==> src/sv/ptb_pkg.sv <==
// Package for the periodic timer bank: types, codes and size constants.
// Used by every module of the block but ptb_ram; depends on nothing.
`default_nettype none

package ptb_pkg;

    localparam int NUM_TIMERS_DEF = 16;
    localparam int COUNT_BITS_DEF = 32;
    localparam int FIELD_BITS     = 32;
    localparam int ID_BITS        = 4;
    localparam int MAX_RESULTS    = 16;
    localparam int RES_CNT_BITS   = 5;
    localparam int CMD_FIFO_DEPTH = 2;
    localparam int S_TDATA_BITS   = 72;
    localparam int S_TUSER_BITS   = 4;
    localparam int M_TDATA_BITS   = 8;

    typedef enum logic [2:0] {
        ACT_SETUP  = 3'd0,
        ACT_START  = 3'd1,
        ACT_STOP   = 3'd2,
        ACT_TICK   = 3'd3,
        ACT_DELETE = 3'd4
    } action_t;

    typedef enum logic [2:0] {
        ST_UNUSED  = 3'd0,
        ST_CREATED = 3'd1,
        ST_RUNNING = 3'd2,
        ST_STOPPED = 3'd3,
        ST_DELETED = 3'd4
    } status_t;

    typedef enum logic [1:0] {
        B_IDLE,
        B_START,
        B_WALK,
        B_FLUSH
    } back_state_t;

    typedef struct packed {
        action_t                 action;
        logic [ID_BITS-1:0]      timer_id;
        logic [FIELD_BITS-1:0]   first_delay;
        logic [FIELD_BITS-1:0]   period;
        logic                    group;
    } cmd_t;

endpackage

`default_nettype wire

==> src/sv/periodic_timer_bank.sv <==
// Top level of the periodic timer bank: front end, command queue and executor.
// Depends on ptb_pkg, ptb_front, ptb_cmd_fifo and ptb_back.
//
//   channel  dir  tdata (low bit up)                        tuser            tlast
//   s_axis   in   timer_id[3:0] first_delay period, pad 72  action[2:0] group  -
//   m_axis   out  expired_timer[3:0], pad 8                 one_shot_done    last
//
// Setup, stop and delete finish in the executor's idle state; start also passes
// through the start state. After issue, a tick walks one timer entry per cycle,
// unless the result side stalls, through the single read port of the parameter
// and count RAMs, then drains the pipeline and flushes the last result.
// Reset marks all timers unused at once; no clearing pass is needed.
// A stalled result side freezes the walk only when a second firing is waiting.
// The input side stalls only while the two-entry command queue is full.
`default_nettype none

module periodic_timer_bank #(
    parameter int NUM_TIMERS = ptb_pkg::NUM_TIMERS_DEF,
    parameter int COUNT_BITS = ptb_pkg::COUNT_BITS_DEF
) (
    input  wire logic                              aclk,
    input  wire logic                              aresetn,
    input  wire logic                              s_axis_tvalid,
    output logic                                   s_axis_tready,
    // timer_id[3:0], first_delay[35:4], period[67:36], zero fill
    input  wire logic [ptb_pkg::S_TDATA_BITS-1:0]  s_axis_tdata,
    // action[2:0], group[3]
    input  wire logic [ptb_pkg::S_TUSER_BITS-1:0]  s_axis_tuser,
    output logic                                   m_axis_tvalid,
    input  wire logic                              m_axis_tready,
    // expired_timer[3:0], zero fill
    output logic      [ptb_pkg::M_TDATA_BITS-1:0]  m_axis_tdata,
    // one_shot_done[0]
    output logic      [0:0]                        m_axis_tuser,
    output logic                                   m_axis_tlast
);

    logic          fifo_full;
    logic          fifo_empty;
    logic          push;
    logic          pop;
    ptb_pkg::cmd_t push_cmd;
    ptb_pkg::cmd_t head_cmd;

    ptb_front #(
        .NUM_TIMERS (NUM_TIMERS)
    ) u_front (
        .s_axis_tvalid (s_axis_tvalid),
        .s_axis_tready (s_axis_tready),
        .s_axis_tdata  (s_axis_tdata),
        .s_axis_tuser  (s_axis_tuser),
        .fifo_full     (fifo_full),
        .push          (push),
        .push_cmd      (push_cmd)
    );

    ptb_cmd_fifo u_cmd_fifo (
        .aclk     (aclk),
        .aresetn  (aresetn),
        .push     (push),
        .push_cmd (push_cmd),
        .full     (fifo_full),
        .pop      (pop),
        .empty    (fifo_empty),
        .head_cmd (head_cmd)
    );

    ptb_back #(
        .NUM_TIMERS (NUM_TIMERS),
        .COUNT_BITS (COUNT_BITS)
    ) u_back (
        .aclk          (aclk),
        .aresetn       (aresetn),
        .fifo_empty    (fifo_empty),
        .head_cmd      (head_cmd),
        .pop           (pop),
        .m_axis_tvalid (m_axis_tvalid),
        .m_axis_tready (m_axis_tready),
        .m_axis_tdata  (m_axis_tdata),
        .m_axis_tuser  (m_axis_tuser),
        .m_axis_tlast  (m_axis_tlast)
    );

endmodule

`default_nettype wire

==> src/sv/ptb_ram.sv <==
// Generic single-write, single-read RAM with a registered read port.
// Standalone; holds the per-timer stores of the timer bank.
`default_nettype none

module ptb_ram #(
    parameter int WIDTH = 32,
    parameter int DEPTH = 16
) (
    input  wire logic                                    aclk,
    input  wire logic                                    we,
    input  wire logic [((DEPTH > 1) ? $clog2(DEPTH) : 1)-1:0] waddr,
    input  wire logic [WIDTH-1:0]                        wdata,
    input  wire logic                                    re,
    input  wire logic [((DEPTH > 1) ? $clog2(DEPTH) : 1)-1:0] raddr,
    output logic      [WIDTH-1:0]                        rdata
);

    logic [WIDTH-1:0] mem_reg [DEPTH];
    logic [WIDTH-1:0] rdata_reg;

    always_ff @(posedge aclk) begin
        if (we) begin
            mem_reg[waddr] <= wdata;
        end
        if (re) begin
            rdata_reg <= mem_reg[raddr];
        end
    end

    assign rdata = rdata_reg;

endmodule

`default_nettype wire

==> src/sv/ptb_front.sv <==
// Front end of the timer bank: unpacks an input transfer and drops commands
// that have no effect. Depends on ptb_pkg.
`default_nettype none

module ptb_front #(
    parameter int NUM_TIMERS = ptb_pkg::NUM_TIMERS_DEF
) (
    input  wire logic                              s_axis_tvalid,
    output logic                                   s_axis_tready,
    input  wire logic [ptb_pkg::S_TDATA_BITS-1:0]  s_axis_tdata,
    input  wire logic [ptb_pkg::S_TUSER_BITS-1:0]  s_axis_tuser,
    input  wire logic                              fifo_full,
    output logic                                   push,
    output ptb_pkg::cmd_t                          push_cmd
);

    logic known;
    logic in_range;
    logic keep;

    always_comb begin
        push_cmd.action      = ptb_pkg::action_t'(s_axis_tuser[2:0]);
        push_cmd.group       = s_axis_tuser[3];
        push_cmd.timer_id    = s_axis_tdata[3:0];
        push_cmd.first_delay = s_axis_tdata[35:4];
        push_cmd.period      = s_axis_tdata[67:36];
        known    = s_axis_tuser[2:0] inside {ptb_pkg::ACT_SETUP, ptb_pkg::ACT_START,
                                              ptb_pkg::ACT_STOP, ptb_pkg::ACT_TICK,
                                              ptb_pkg::ACT_DELETE};
        in_range = (32'(s_axis_tdata[3:0]) < 32'(NUM_TIMERS));
        keep     = known && ((s_axis_tuser[2:0] == ptb_pkg::ACT_TICK) || in_range);
    end

    assign s_axis_tready = !fifo_full;
    assign push          = s_axis_tvalid && !fifo_full && keep;

endmodule

`default_nettype wire

==> src/sv/ptb_cmd_fifo.sv <==
// Short command queue between the front end and the executor.
// Depends on ptb_pkg for the command type.
`default_nettype none

module ptb_cmd_fifo #(
    parameter int DEPTH = ptb_pkg::CMD_FIFO_DEPTH
) (
    input  wire logic          aclk,
    input  wire logic          aresetn,
    input  wire logic          push,
    input  ptb_pkg::cmd_t      push_cmd,
    output logic               full,
    input  wire logic          pop,
    output logic               empty,
    output ptb_pkg::cmd_t      head_cmd
);

    localparam int PTR_W = (DEPTH > 1) ? $clog2(DEPTH) : 1;
    localparam int CNT_W = $clog2(DEPTH + 1);

    ptb_pkg::cmd_t    entries_reg [DEPTH];
    logic [PTR_W-1:0] wr_ptr_reg, wr_ptr_next;
    logic [PTR_W-1:0] rd_ptr_reg, rd_ptr_next;
    logic [CNT_W-1:0] count_reg, count_next;
    logic             do_push;
    logic             do_pop;

    assign full     = (count_reg == CNT_W'(DEPTH));
    assign empty    = (count_reg == '0);
    assign do_push  = push && !full;
    assign do_pop   = pop && !empty;
    assign head_cmd = entries_reg[rd_ptr_reg];

    always_comb begin
        wr_ptr_next = wr_ptr_reg;
        rd_ptr_next = rd_ptr_reg;
        count_next  = count_reg;
        if (do_push) begin
            wr_ptr_next = (wr_ptr_reg == PTR_W'(DEPTH - 1)) ? '0 : wr_ptr_reg + PTR_W'(1);
        end
        if (do_pop) begin
            rd_ptr_next = (rd_ptr_reg == PTR_W'(DEPTH - 1)) ? '0 : rd_ptr_reg + PTR_W'(1);
        end
        if (do_push && !do_pop) begin
            count_next = count_reg + CNT_W'(1);
        end else if (do_pop && !do_push) begin
            count_next = count_reg - CNT_W'(1);
        end
    end

    always_ff @(posedge aclk) begin
        if (!aresetn) begin
            wr_ptr_reg <= '0;
            rd_ptr_reg <= '0;
            count_reg  <= '0;
        end else begin
            wr_ptr_reg <= wr_ptr_next;
            rd_ptr_reg <= rd_ptr_next;
            count_reg  <= count_next;
        end
    end

    always_ff @(posedge aclk) begin
        if (do_push) begin
            entries_reg[wr_ptr_reg] <= push_cmd;
        end
    end

endmodule

`default_nettype wire

==> src/sv/ptb_back.sv <==
// Executor of the timer bank: runs commands, walks the timers on a tick and
// drives the result register. Depends on ptb_pkg and ptb_ram.
`default_nettype none

module ptb_back #(
    parameter int NUM_TIMERS = ptb_pkg::NUM_TIMERS_DEF,
    parameter int COUNT_BITS = ptb_pkg::COUNT_BITS_DEF
) (
    input  wire logic                              aclk,
    input  wire logic                              aresetn,
    input  wire logic                              fifo_empty,
    input  ptb_pkg::cmd_t                          head_cmd,
    output logic                                   pop,
    output logic                                   m_axis_tvalid,
    input  wire logic                              m_axis_tready,
    output logic      [ptb_pkg::M_TDATA_BITS-1:0]  m_axis_tdata,
    output logic      [0:0]                        m_axis_tuser,
    output logic                                   m_axis_tlast
);

    localparam int IDX_W = (NUM_TIMERS > 1) ? $clog2(NUM_TIMERS) : 1;
    localparam int RD_W  = $clog2(NUM_TIMERS + 1);
    localparam int PAR_W = 2 * COUNT_BITS + 1;
    localparam int RC_W  = ptb_pkg::RES_CNT_BITS;

    ptb_pkg::back_state_t state_reg, state_next;
    logic [IDX_W-1:0]     cmd_idx_reg, cmd_idx_next;
    logic                 tick_grp_reg, tick_grp_next;
    logic [RD_W-1:0]      rd_cnt_reg, rd_cnt_next;
    logic                 ex_valid_reg, ex_valid_next;
    logic [IDX_W-1:0]     ex_idx_reg, ex_idx_next;
    logic                 pend_valid_reg, pend_valid_next;
    logic [IDX_W-1:0]     pend_idx_reg, pend_idx_next;
    logic                 pend_one_reg, pend_one_next;
    logic [RC_W-1:0]      res_cnt_reg, res_cnt_next;
    logic                 m_valid_reg, m_valid_next;
    logic [IDX_W-1:0]     m_idx_reg, m_idx_next;
    logic                 m_one_reg, m_one_next;
    logic                 m_last_reg, m_last_next;
    ptb_pkg::status_t     status_reg [NUM_TIMERS];

    logic                 stat_we;
    logic [IDX_W-1:0]     stat_waddr;
    ptb_pkg::status_t     stat_wdata;
    logic [IDX_W-1:0]     stat_raddr;
    ptb_pkg::status_t     stat_rd;

    logic                 rd_en;
    logic [IDX_W-1:0]     rd_addr;
    logic                 par_we;
    logic [PAR_W-1:0]     par_wdata;
    logic [PAR_W-1:0]     par_rdata;
    logic                 rem_we;
    logic [IDX_W-1:0]     rem_waddr;
    logic [COUNT_BITS-1:0] rem_wdata;
    logic [COUNT_BITS-1:0] rem_rdata;

    logic [IDX_W-1:0]      head_idx;
    logic [COUNT_BITS-1:0] head_fd;
    logic [COUNT_BITS-1:0] head_per;
    logic [COUNT_BITS-1:0] p_fd;
    logic [COUNT_BITS-1:0] p_per;
    logic                  p_grp;
    logic                  head_startable;
    logic                  ex_act;
    logic                  ex_fire;
    logic                  want_emit;
    logic                  out_free;
    logic                  stall;
    logic                  rd_more;

    assign head_idx = IDX_W'(head_cmd.timer_id);
    assign head_fd  = head_cmd.first_delay[COUNT_BITS-1:0];
    assign head_per = head_cmd.period[COUNT_BITS-1:0];
    assign p_fd     = par_rdata[COUNT_BITS-1:0];
    assign p_per    = par_rdata[2*COUNT_BITS-1:COUNT_BITS];
    assign p_grp    = par_rdata[PAR_W-1];

    assign stat_raddr     = (state_reg == ptb_pkg::B_WALK) ? ex_idx_reg : head_idx;
    assign stat_rd        = status_reg[stat_raddr];
    assign head_startable = (stat_rd == ptb_pkg::ST_CREATED) ||
                            (stat_rd == ptb_pkg::ST_STOPPED);

    assign ex_act    = ex_valid_reg && (stat_rd == ptb_pkg::ST_RUNNING) &&
                       (p_grp == tick_grp_reg);
    assign ex_fire   = ex_act && (rem_rdata <= COUNT_BITS'(1));
    assign want_emit = ex_fire && (res_cnt_reg != RC_W'(ptb_pkg::MAX_RESULTS));
    assign out_free  = !m_valid_reg || m_axis_tready;
    assign stall     = want_emit && pend_valid_reg && !out_free;
    assign rd_more   = (rd_cnt_reg < RD_W'(NUM_TIMERS));

    ptb_ram #(
        .WIDTH (PAR_W),
        .DEPTH (NUM_TIMERS)
    ) u_param_ram (
        .aclk  (aclk),
        .we    (par_we),
        .waddr (head_idx),
        .wdata (par_wdata),
        .re    (rd_en),
        .raddr (rd_addr),
        .rdata (par_rdata)
    );

    ptb_ram #(
        .WIDTH (COUNT_BITS),
        .DEPTH (NUM_TIMERS)
    ) u_count_ram (
        .aclk  (aclk),
        .we    (rem_we),
        .waddr (rem_waddr),
        .wdata (rem_wdata),
        .re    (rd_en),
        .raddr (rd_addr),
        .rdata (rem_rdata)
    );

    always_comb begin
        state_next = state_reg;
        case (state_reg)
            ptb_pkg::B_IDLE: begin
                if (!fifo_empty) begin
                    case (head_cmd.action)
                        ptb_pkg::ACT_START: begin
                            if (head_startable) begin
                                state_next = ptb_pkg::B_START;
                            end
                        end
                        ptb_pkg::ACT_TICK: begin
                            state_next = ptb_pkg::B_WALK;
                        end
                        default: begin
                        end
                    endcase
                end
            end
            ptb_pkg::B_START: begin
                state_next = ptb_pkg::B_IDLE;
            end
            ptb_pkg::B_WALK: begin
                if (!rd_more && !ex_valid_reg) begin
                    state_next = ptb_pkg::B_FLUSH;
                end
            end
            ptb_pkg::B_FLUSH: begin
                if (!pend_valid_reg || out_free) begin
                    state_next = ptb_pkg::B_IDLE;
                end
            end
            default: begin
                state_next = ptb_pkg::B_IDLE;
            end
        endcase
    end

    always_comb begin
        pop             = 1'b0;
        cmd_idx_next    = cmd_idx_reg;
        tick_grp_next   = tick_grp_reg;
        rd_cnt_next     = rd_cnt_reg;
        ex_valid_next   = ex_valid_reg;
        ex_idx_next     = ex_idx_reg;
        pend_valid_next = pend_valid_reg;
        pend_idx_next   = pend_idx_reg;
        pend_one_next   = pend_one_reg;
        res_cnt_next    = res_cnt_reg;
        m_valid_next    = m_valid_reg && !m_axis_tready;
        m_idx_next      = m_idx_reg;
        m_one_next      = m_one_reg;
        m_last_next     = m_last_reg;
        stat_we         = 1'b0;
        stat_waddr      = head_idx;
        stat_wdata      = ptb_pkg::ST_CREATED;
        rd_en           = 1'b0;
        rd_addr         = head_idx;
        par_we          = 1'b0;
        par_wdata       = {head_cmd.group, head_per, head_fd};
        rem_we          = 1'b0;
        rem_waddr       = head_idx;
        rem_wdata       = (head_fd != '0) ? head_fd : head_per;

        case (state_reg)
            ptb_pkg::B_IDLE: begin
                if (!fifo_empty) begin
                    pop           = 1'b1;
                    cmd_idx_next  = head_idx;
                    tick_grp_next = head_cmd.group;
                    case (head_cmd.action)
                        ptb_pkg::ACT_SETUP: begin
                            par_we     = 1'b1;
                            rem_we     = 1'b1;
                            stat_we    = 1'b1;
                            stat_wdata = ptb_pkg::ST_CREATED;
                        end
                        ptb_pkg::ACT_START: begin
                            rd_en = head_startable;
                        end
                        ptb_pkg::ACT_STOP: begin
                            if (stat_rd == ptb_pkg::ST_RUNNING) begin
                                stat_we    = 1'b1;
                                stat_wdata = ptb_pkg::ST_STOPPED;
                            end
                        end
                        ptb_pkg::ACT_DELETE: begin
                            stat_we    = 1'b1;
                            stat_wdata = ptb_pkg::ST_DELETED;
                        end
                        ptb_pkg::ACT_TICK: begin
                            rd_cnt_next     = '0;
                            ex_valid_next   = 1'b0;
                            res_cnt_next    = '0;
                            pend_valid_next = 1'b0;
                        end
                        default: begin
                        end
                    endcase
                end
            end
            ptb_pkg::B_START: begin
                rem_we     = 1'b1;
                rem_waddr  = cmd_idx_reg;
                rem_wdata  = (p_fd != '0) ? p_fd : p_per;
                stat_we    = 1'b1;
                stat_waddr = cmd_idx_reg;
                stat_wdata = ptb_pkg::ST_RUNNING;
            end
            ptb_pkg::B_WALK: begin
                if (!stall) begin
                    if (ex_act) begin
                        rem_we    = 1'b1;
                        rem_waddr = ex_idx_reg;
                        rem_wdata = ex_fire ? p_per : (rem_rdata - COUNT_BITS'(1));
                        if (ex_fire && (p_per == '0)) begin
                            stat_we    = 1'b1;
                            stat_waddr = ex_idx_reg;
                            stat_wdata = ptb_pkg::ST_STOPPED;
                        end
                    end
                    if (want_emit) begin
                        if (pend_valid_reg) begin
                            m_valid_next = 1'b1;
                            m_idx_next   = pend_idx_reg;
                            m_one_next   = pend_one_reg;
                            m_last_next  = 1'b0;
                        end
                        pend_valid_next = 1'b1;
                        pend_idx_next   = ex_idx_reg;
                        pend_one_next   = (p_per == '0);
                        res_cnt_next    = res_cnt_reg + RC_W'(1);
                    end
                    if (rd_more) begin
                        rd_en         = 1'b1;
                        rd_addr       = rd_cnt_reg[IDX_W-1:0];
                        ex_valid_next = 1'b1;
                        ex_idx_next   = rd_cnt_reg[IDX_W-1:0];
                        rd_cnt_next   = rd_cnt_reg + RD_W'(1);
                    end else begin
                        ex_valid_next = 1'b0;
                    end
                end
            end
            ptb_pkg::B_FLUSH: begin
                if (pend_valid_reg && out_free) begin
                    m_valid_next    = 1'b1;
                    m_idx_next      = pend_idx_reg;
                    m_one_next      = pend_one_reg;
                    m_last_next     = 1'b1;
                    pend_valid_next = 1'b0;
                end
            end
            default: begin
            end
        endcase
    end

    always_ff @(posedge aclk) begin
        if (!aresetn) begin
            state_reg      <= ptb_pkg::B_IDLE;
            ex_valid_reg   <= 1'b0;
            pend_valid_reg <= 1'b0;
            res_cnt_reg    <= '0;
            rd_cnt_reg     <= '0;
            m_valid_reg    <= 1'b0;
            for (int i = 0; i < NUM_TIMERS; i++) begin
                status_reg[i] <= ptb_pkg::ST_UNUSED;
            end
        end else begin
            state_reg      <= state_next;
            ex_valid_reg   <= ex_valid_next;
            pend_valid_reg <= pend_valid_next;
            res_cnt_reg    <= res_cnt_next;
            rd_cnt_reg     <= rd_cnt_next;
            m_valid_reg    <= m_valid_next;
            if (stat_we) begin
                status_reg[stat_waddr] <= stat_wdata;
            end
        end
    end

    always_ff @(posedge aclk) begin
        cmd_idx_reg  <= cmd_idx_next;
        tick_grp_reg <= tick_grp_next;
        ex_idx_reg   <= ex_idx_next;
        pend_idx_reg <= pend_idx_next;
        pend_one_reg <= pend_one_next;
        m_idx_reg    <= m_idx_next;
        m_one_reg    <= m_one_next;
        m_last_reg   <= m_last_next;
    end

    assign m_axis_tvalid = m_valid_reg;
    assign m_axis_tdata  = {{(ptb_pkg::M_TDATA_BITS - ptb_pkg::ID_BITS){1'b0}},
                            ptb_pkg::ID_BITS'(m_idx_reg)};
    assign m_axis_tuser  = m_one_reg;
    assign m_axis_tlast  = m_last_reg;

    // A count entry is never read in the cycle it is written.
    assert property (@(posedge aclk) disable iff (!aresetn)
        (rem_we && rd_en) |-> (rem_waddr != rd_addr))
        else $error("count store read and written at the same entry");

    assert property (@(posedge aclk) disable iff (!aresetn)
        (state_reg == ptb_pkg::B_IDLE) |-> !pend_valid_reg)
        else $error("pending result left over after a tick");

    assert property (@(posedge aclk) disable iff (!aresetn)
        res_cnt_reg <= RC_W'(ptb_pkg::MAX_RESULTS))
        else $error("result count above the limit");

    assert property (@(posedge aclk) disable iff (!aresetn)
        (state_reg == ptb_pkg::B_FLUSH && pend_valid_reg && out_free)
        |=> (m_valid_reg && m_last_reg))
        else $error("final result of a tick not marked last");

    assert property (@(posedge aclk) disable iff (!aresetn)
        stall |=> ($stable(ex_idx_reg) && ex_valid_reg))
        else $error("timer entry lost while the result side stalls");

endmodule

`default_nettype wire
==> config.mk <==
export PLATFORM = sky130hd
export DESIGN_NAME = periodic_timer_bank
export DESIGN_NICKNAME = d
export VERILOG_FILES = /design/src/sv/ptb_pkg.sv /design/src/sv/periodic_timer_bank.sv /design/src/sv/ptb_ram.sv /design/src/sv/ptb_front.sv /design/src/sv/ptb_cmd_fifo.sv /design/src/sv/ptb_back.sv
export SDC_FILE = /design/constraint.sdc
export NUM_CORES = 2
export LEC_CHECK = 0
export BUFFER_PORTS_ARGS = -buffer_cell sky130_fd_sc_hd__clkbuf_2
export CORE_ASPECT_RATIO = 2
export CORE_MARGIN = 2
export CORE_UTILIZATION = 55
export DETAILED_ROUTE_END_ITERATION = 16
export PLACE_DENSITY_LB_ADDON = 0.25
export SETUP_SLACK_MARGIN = 0.02
export SYNTH_ARGS = -nofsm -noshare
export SYNTH_HDL_FRONTEND = slang
export SYNTH_SLANG_ARGS = --single-unit
==> constraint.sdc <==
create_clock -name aclk -period 5.5 [get_ports aclk]
set_input_delay 0.825 -clock aclk [delete_from_list [all_inputs] [get_ports aclk]]
set_output_delay 0.825 -clock aclk [all_outputs]
set_load 0.1 [all_outputs]
Word-level counts from Yosys, hierarchy flattened
Memories as Yosys holds them, arrays and structs flattened. A register that Yosys moved wholly into a read port is not among the register bits. Index checks and enable logic that the tools add are counted.

Register bits after elaboration: 39. Bits in writable memories: 1744. Input port bits: 80. Output and inout port bits: 12. Logic and storage cells: 217. Memories: 4.

$add $sub $neg: 7. Order comparisons: 2. Equal/unequal tests: 28. Multiplexer cells: 105. Bitwise gates (word level): 2. Reductions and logical operators: 52.

Memories: u_back.u_param_ram.mem_reg (depth 16, bits a word 65, rd ports 1, clocked after Yosys merged registers in 1, wr ports 1, line ptb_ram.sv:18) `logic [WIDTH-1:0] mem_reg [DEPTH];`; u_back.u_count_ram.mem_reg (depth 16, bits a word 32, rd ports 1, clocked after Yosys merged registers in 1, wr ports 1, line ptb_ram.sv:18); u_cmd_fifo.entries_reg (depth 2, bits a word 72, rd ports 1, clocked after Yosys merged registers in 1, wr ports 1, line ptb_cmd_fifo.sv:21) `ptb_pkg::cmd_t entries_reg [DEPTH];`; u_back.status_reg (depth 16, bits a word 3, rd ports 1, clocked after Yosys merged registers in 0, wr ports 16, line ptb_back.sv:40) `ptb_pkg::status_t status_reg [NUM_TIMERS];`.

Operator list (count): two-way mux 32 bit (5); one-hot mux 32 bit (2 select lines) (1); nonzero test 32 bit (2); two-way mux 4 bit (14); two-way mux 1 bit (49); less-or-equal comparator 32 x 1 -> 1 bit, second input constant (1); logical NOT 32 bit (1); subtractor 32 x 1 -> 32 bit, second input constant (1); two-way mux 5 bit (6); one-hot mux 4 bit (2 select lines) (3); one-hot mux 5 bit (2 select lines) (2); AND reduction 5 bit (4); equality test 3 x 2 -> 1 bit, second input constant (6); logical AND 1 bit (16); two-way mux 2 bit (8); two-way mux 3 bit (4); one-hot mux 1 bit (2 select lines) (6); adder 5 x 1 -> 5 bit, second input constant (2); logical NOT 1 bit (10); != test 2 x 1 -> 1 bit, second input constant (5); equality test 3 x 1 -> 1 bit, second input constant (3); one-hot mux 1 bit (3 select lines) (3); one-hot mux 3 bit (3 select lines) (1); != test 2 bit, second input constant (4); other kinds (27) (39).

Logic depth before layout (Yosys ltp)
An unclocked memory read counts as a cell.

Depth in word-level cells: 17. Mapped depth: 18. Mapped depth without buffers: 13.

Hierarchy
Synthesis repeated with hierarchy kept, for this count alone.

Cells, all modules: 3598. Area, all modules: 73835.8 µm².

By module, submodules not included: ptb_ram at u_back.u_param_ram (instances 1, cells each 1673, area each 40894.2 µm², seq. area each 33181.8 µm²); ptb_ram at u_back.u_count_ram (instances 1, cells each 838, area each 20155.6 µm², seq. area each 16335.7 µm²); ptb_back (instances 1, cells each 763, area each 6777.8 µm², seq. area each 2342.2 µm²); ptb_cmd_fifo (instances 1, cells each 249, area each 5452.7 µm², seq. area each 4424.2 µm²); ptb_front (instances 1, cells each 75, area each 555.5 µm², seq. area each 0.0 µm²).

Worst setup path after synthesis
Ideal clock, no wire load.

Kind: reg2reg. From: register u_back.state_reg[0]. To: register u_back.u_count_ram.rdata_reg[0], in the netlist u_back.u_count_ram.rdata[0], read port of u_back.u_count_ram.mem_reg, enable pin. Library setup time: 0.461 ns. Arrival time: 4.752 ns. Required time: 5.039 ns. Setup slack: 0.286 ns. Cell stages (with the launch flop): 13. Path buffers: 3. Clock period less this slack: 5.214 ns. Path through: dfxtp_1 inv_1 ha_1 inv_1 mux2_2 clkbuf_1 a221oi_1 nor3_1 o221a_2 a31oi_2 buf_4 buf_6 a41o_1.

Cells in the longest elaborated chain, start to end: 12. Elaborated cells on any way between the ends: 20. Classes of those cells: 4 x eq/ne; 7 x mux; 8 x reduce/logical; 1 x memory.

Ends and longest elaborated chain: start: declaration (line ptb_back.sv:26) `ptb_pkg::back_state_t state_reg, state_next;`; start signal: assignment (line ptb_back.sv:278) `state_reg <= ptb_pkg::B_IDLE;`; start signal: assignment (line ptb_back.sv:288) `state_reg <= state_next;`; equality test 2 bit (line ptb_back.sv:79, ptb_back.sv:182); two-way mux 4 bit (line ptb_back.sv:79) `assign stat_raddr = (state_reg == ptb_pkg::B_WALK) ? ex_idx_reg : head_idx;`; memory read (16 x 3 bit); equality test 3 x 2 -> 1 bit (line ptb_back.sv:84) `assign ex_act = ex_valid_reg && (stat_rd == ptb_pkg::ST_RUNNING) &&`; logical AND 1 bit (2 in a row) (line ptb_back.sv:84); logical AND 1 bit (line ptb_back.sv:86) `assign ex_fire = ex_act && (rem_rdata <= COUNT_BITS'(1));`; logical AND 1 bit (line ptb_back.sv:87) `assign want_emit = ex_fire && (res_cnt_reg != RC_W'(ptb_pkg::MAX_RESULTS));`; logical AND 1 bit (2 in a row) (line ptb_back.sv:89) `assign stall = want_emit && pend_valid_reg && !out_free;`; two-way mux 1 bit (line ptb_back.sv:228) `if (!stall) begin`; one-hot mux 1 bit (2 select lines) (*) (line ptb_back.sv:182) `case (state_reg)`; net u_back.rd_en (line ptb_back.sv:48) `logic rd_en;`; end: declaration (line ptb_ram.sv:19) `logic [WIDTH-1:0] rdata_reg;`.

Mark *: on every way through the listed nets, which the timed path passes. The rest lies on a longest branch. A chain may end at the register's enable or synchronous reset.

==> metrics.yaml <==
hpwlAfterDp_um: 121000
grt-ovfl-total: 0
max_freq_mhz: 197
first_pass_iters: 6
cp_slowest_cell: "or4_1"
critPathMaxFanout: 29
cts_resized: 0
fin_crit_sh_pct: 92.5
nNetsFinal: 4606
ctsHoldBuffers: 0
final_area_um2: 83700
via_per_inst: 6.45
cp-end-kind: "flip-flop"
tightest_slew_ns: 1.46
max-cap-violations: 0
gp_congestion: 0.916
io_buffers: 83
synth_edf_count: 1861
crit_type: "flip-flop to flip-flop"
min_period_ns: 5.09
synth_area_leaders: "edfxtp_1 (76%), mux2i_1 (11%), o22ai_1 (3.7%)"
required_ns: 6.01
grt_max_degree: 78
core_um2: 134000
clock-root-buffer: "clkbuf_16"
leakage_uw: 0.0292
synth.most_common_cell: "edfxtp_1"
yosys-top-cells-count: "edfxtp_1 (1,861), mux2i_1 (786), o22ai_1 (434)"
clk_pin_slew_ns: 0.07
max-slew-margin-rel_pct: 2.51
start_util_pct: 55.2
die_y_um: 522
drive_gt1_share_pct: 15.0
netlist_instances: 4258
rows: 190
antenna_left: 0
clock-sinks: 1881
grt_use_total_pct: 28.1
drv_slew: 0
vias: 41100
drc: 0
worst_clock_skew_ns: 0.0354
tns_ns: 0
final-hold-violation-count: 0
cts_inserted_buffers: 151
wl_um: 194000
insertion_delay_ns: 0.80
status: "completed"
cts_tree: "done"
power_density_nw_per_um2: 490
dieArea_um2: 137000
total_power_uw: 41000
cp_slowest_stage_delay_ns: 0.61
drt_iter0_drc: 3943
netlist_area_um2: 73800
path_buf_inv: 5
worstSetupStartpointType: "flip-flop"
finalSetupViolCount: 0
worstPathCellList: "mux2i_4 -> inv_2 -> o21ai_1 -> buf_4 -> a21oi_1 -> a221oi_1 -> nor3_1 -> o221a_2 -> a31oi_4 -> mux2i_4 -> buf_12 -> buf_12 -> buf_4 -> mux2i_1 -> o22ai_1 -> or4_1"
peakVddDrop_mv: 0.354
grt_pass1_wl_um: 276000
syn_to_final_growth_pct: 13.5
clock_path_buffers: 3
post-cts-setup-buffers: 0
seq_area_frac_synth_pct: 76.3
wire_per_inst_um: 30.4
fillers: 9310
synth_top_area_share_pct: 75.8
synth.distinct_cells: 79
die_w_um: 263
rsz0062_at_grt: "no"
largest_register_ffs: 1040
synth-seq-cells: 1881
synth_ff_type: "edfxtp_1"
pin_count: 92
place_area_um2: 78700
cp_top_family: "compound AO/OA/AOI/OAI gates"
critPathArrivalTime_ns: 5.60
hold_class: "primary input to flip-flop"
yosysWarningCount: 0
synth-async-reset-ratio_pct: 0
grt_pass1_vias: 41300
antenna_found_initial: 2
h-tree-depth: 4
avgSynthCellArea_um2: 17.3
synth_top_cell_by_area: "edfxtp_1"
## per-layer routing
layer / wire length (µm) / part of all wire, % / global-route usage [%] / vias up
met5: 0 / 0 / 0 / -
met4: 12600 / 6.5 / 16.4 / 0
met3: 13200 / 6.8 / 4.25 / 599
met2: 102000 / 53 / 51.3 / 1918
met1: 65800 / 34 / 30.9 / 20900
li1: - / - / - / 17700
## metrics by stage
stage / hold WS, ns / setup WS, ns / utilization, % / instances
floorplan: 0.400 / 0.286 / - / 4261
global placement: 0.405 / 0.474 / 58.9 / 6090
detailed placement: 0.411 / 0.439 / 58.9 / 6090
CTS: 0.177 / 0.418 / 62.6 / 6368
global route: 0.192 / 0.208 / 62.6 / 6369
finish: 0.218 / 0.415 / 62.6 / 6371
## cells in the final DEF (no fill, tap or decap), types with 7 or more instances in the layout
cell type and instances:
clkinv_1 25, o221ai_1 9, dfxtp_1 19, xor2_1 13, a21o_1 26, nand2b_1 11
buf_12 91, a221oi_1 7, nor4_1 34, nand2_1 114, clkinvlp_4 10, mux2i_1 785
or4_1 101, nand4_1 12, clkbuf_2 83, mux2_2 70, nor2_4 34, ha_1 9
o32ai_1 9, bufinv_16 15, o21ai_0 49, clkinv_2 25, nor2_1 112, xnor2_1 19
edfxtp_1 1861, clkbuf_16 156, nor3_1 34, a21oi_1 94, or3_1 8, inv_1 28
nand3_1 18, o22ai_1 434, clkbuf_1 31, buf_4 164, a211oi_1 13
## worst reg2reg max path, delay by kind of cell (launching register included)
family	cells	cell delay, ns
muxes	3	1.08
DFF	1	0.46
buffers and inverters	5	1.24
AOI/OAI and AO/OA	6	1.29
and+or+nand+nor	2	0.76
## path summary, 6_finish.rpt
check | startpoint | to | slack (ns) | depth (start not counted)
max reg2reg | flip-flop | u_back.u_param_ram.rdata[37] | 0.41 | 16
max | flip-flop | u_back.u_param_ram.rdata[37] | 0.41 | 16
min reg2reg | u_back.pend_idx_reg[0] | u_back.m_idx_reg[0] | 0.42 | 0
min | s_axis_tdata[16] | u_cmd_fifo.entries_reg[1][45] | 0.22 | 1
## layout make-up
type | count | area (µm²) | share of cell area [%]
Sequential cell | 1881 | 56300 | 67.3
Timing Repair Buffer | 338 | 3470 | 4.14
Multi-Input combinational cell | 2113 | 16600 | 19.9
Antenna cell | 3 | 7.51 | 0.00897
Clock inverter | 90 | 971 | 1.16
Clock buffer | 188 | 4030 | 4.81
Inverter | 30 | 113 | 0.135
Tap cell | 1728 | 2160 | 2.58
## power by group
group	internal, µW	switching [µW]	leakage (µW)
clock network	5970	5000	0.00241
registers	18300	774	0.0170
logic	3950	7040	0.00977
## cells by family after synthesis
logic type               after synthesis  synth area share (%)
AO/OA/AOI/OAI                        697                  6.10
AND/OR/NAND/NOR                      509                  3.55
other                                  1               0.00508
flip-flops                          1881                  76.3
multiplexers                         860                  11.8
adder cells (fa/ha/maj)               11                 0.187
buffers and inverters                267                  1.62
XOR/XNOR                              32                 0.380
Power figures use the tool's default switching activity.
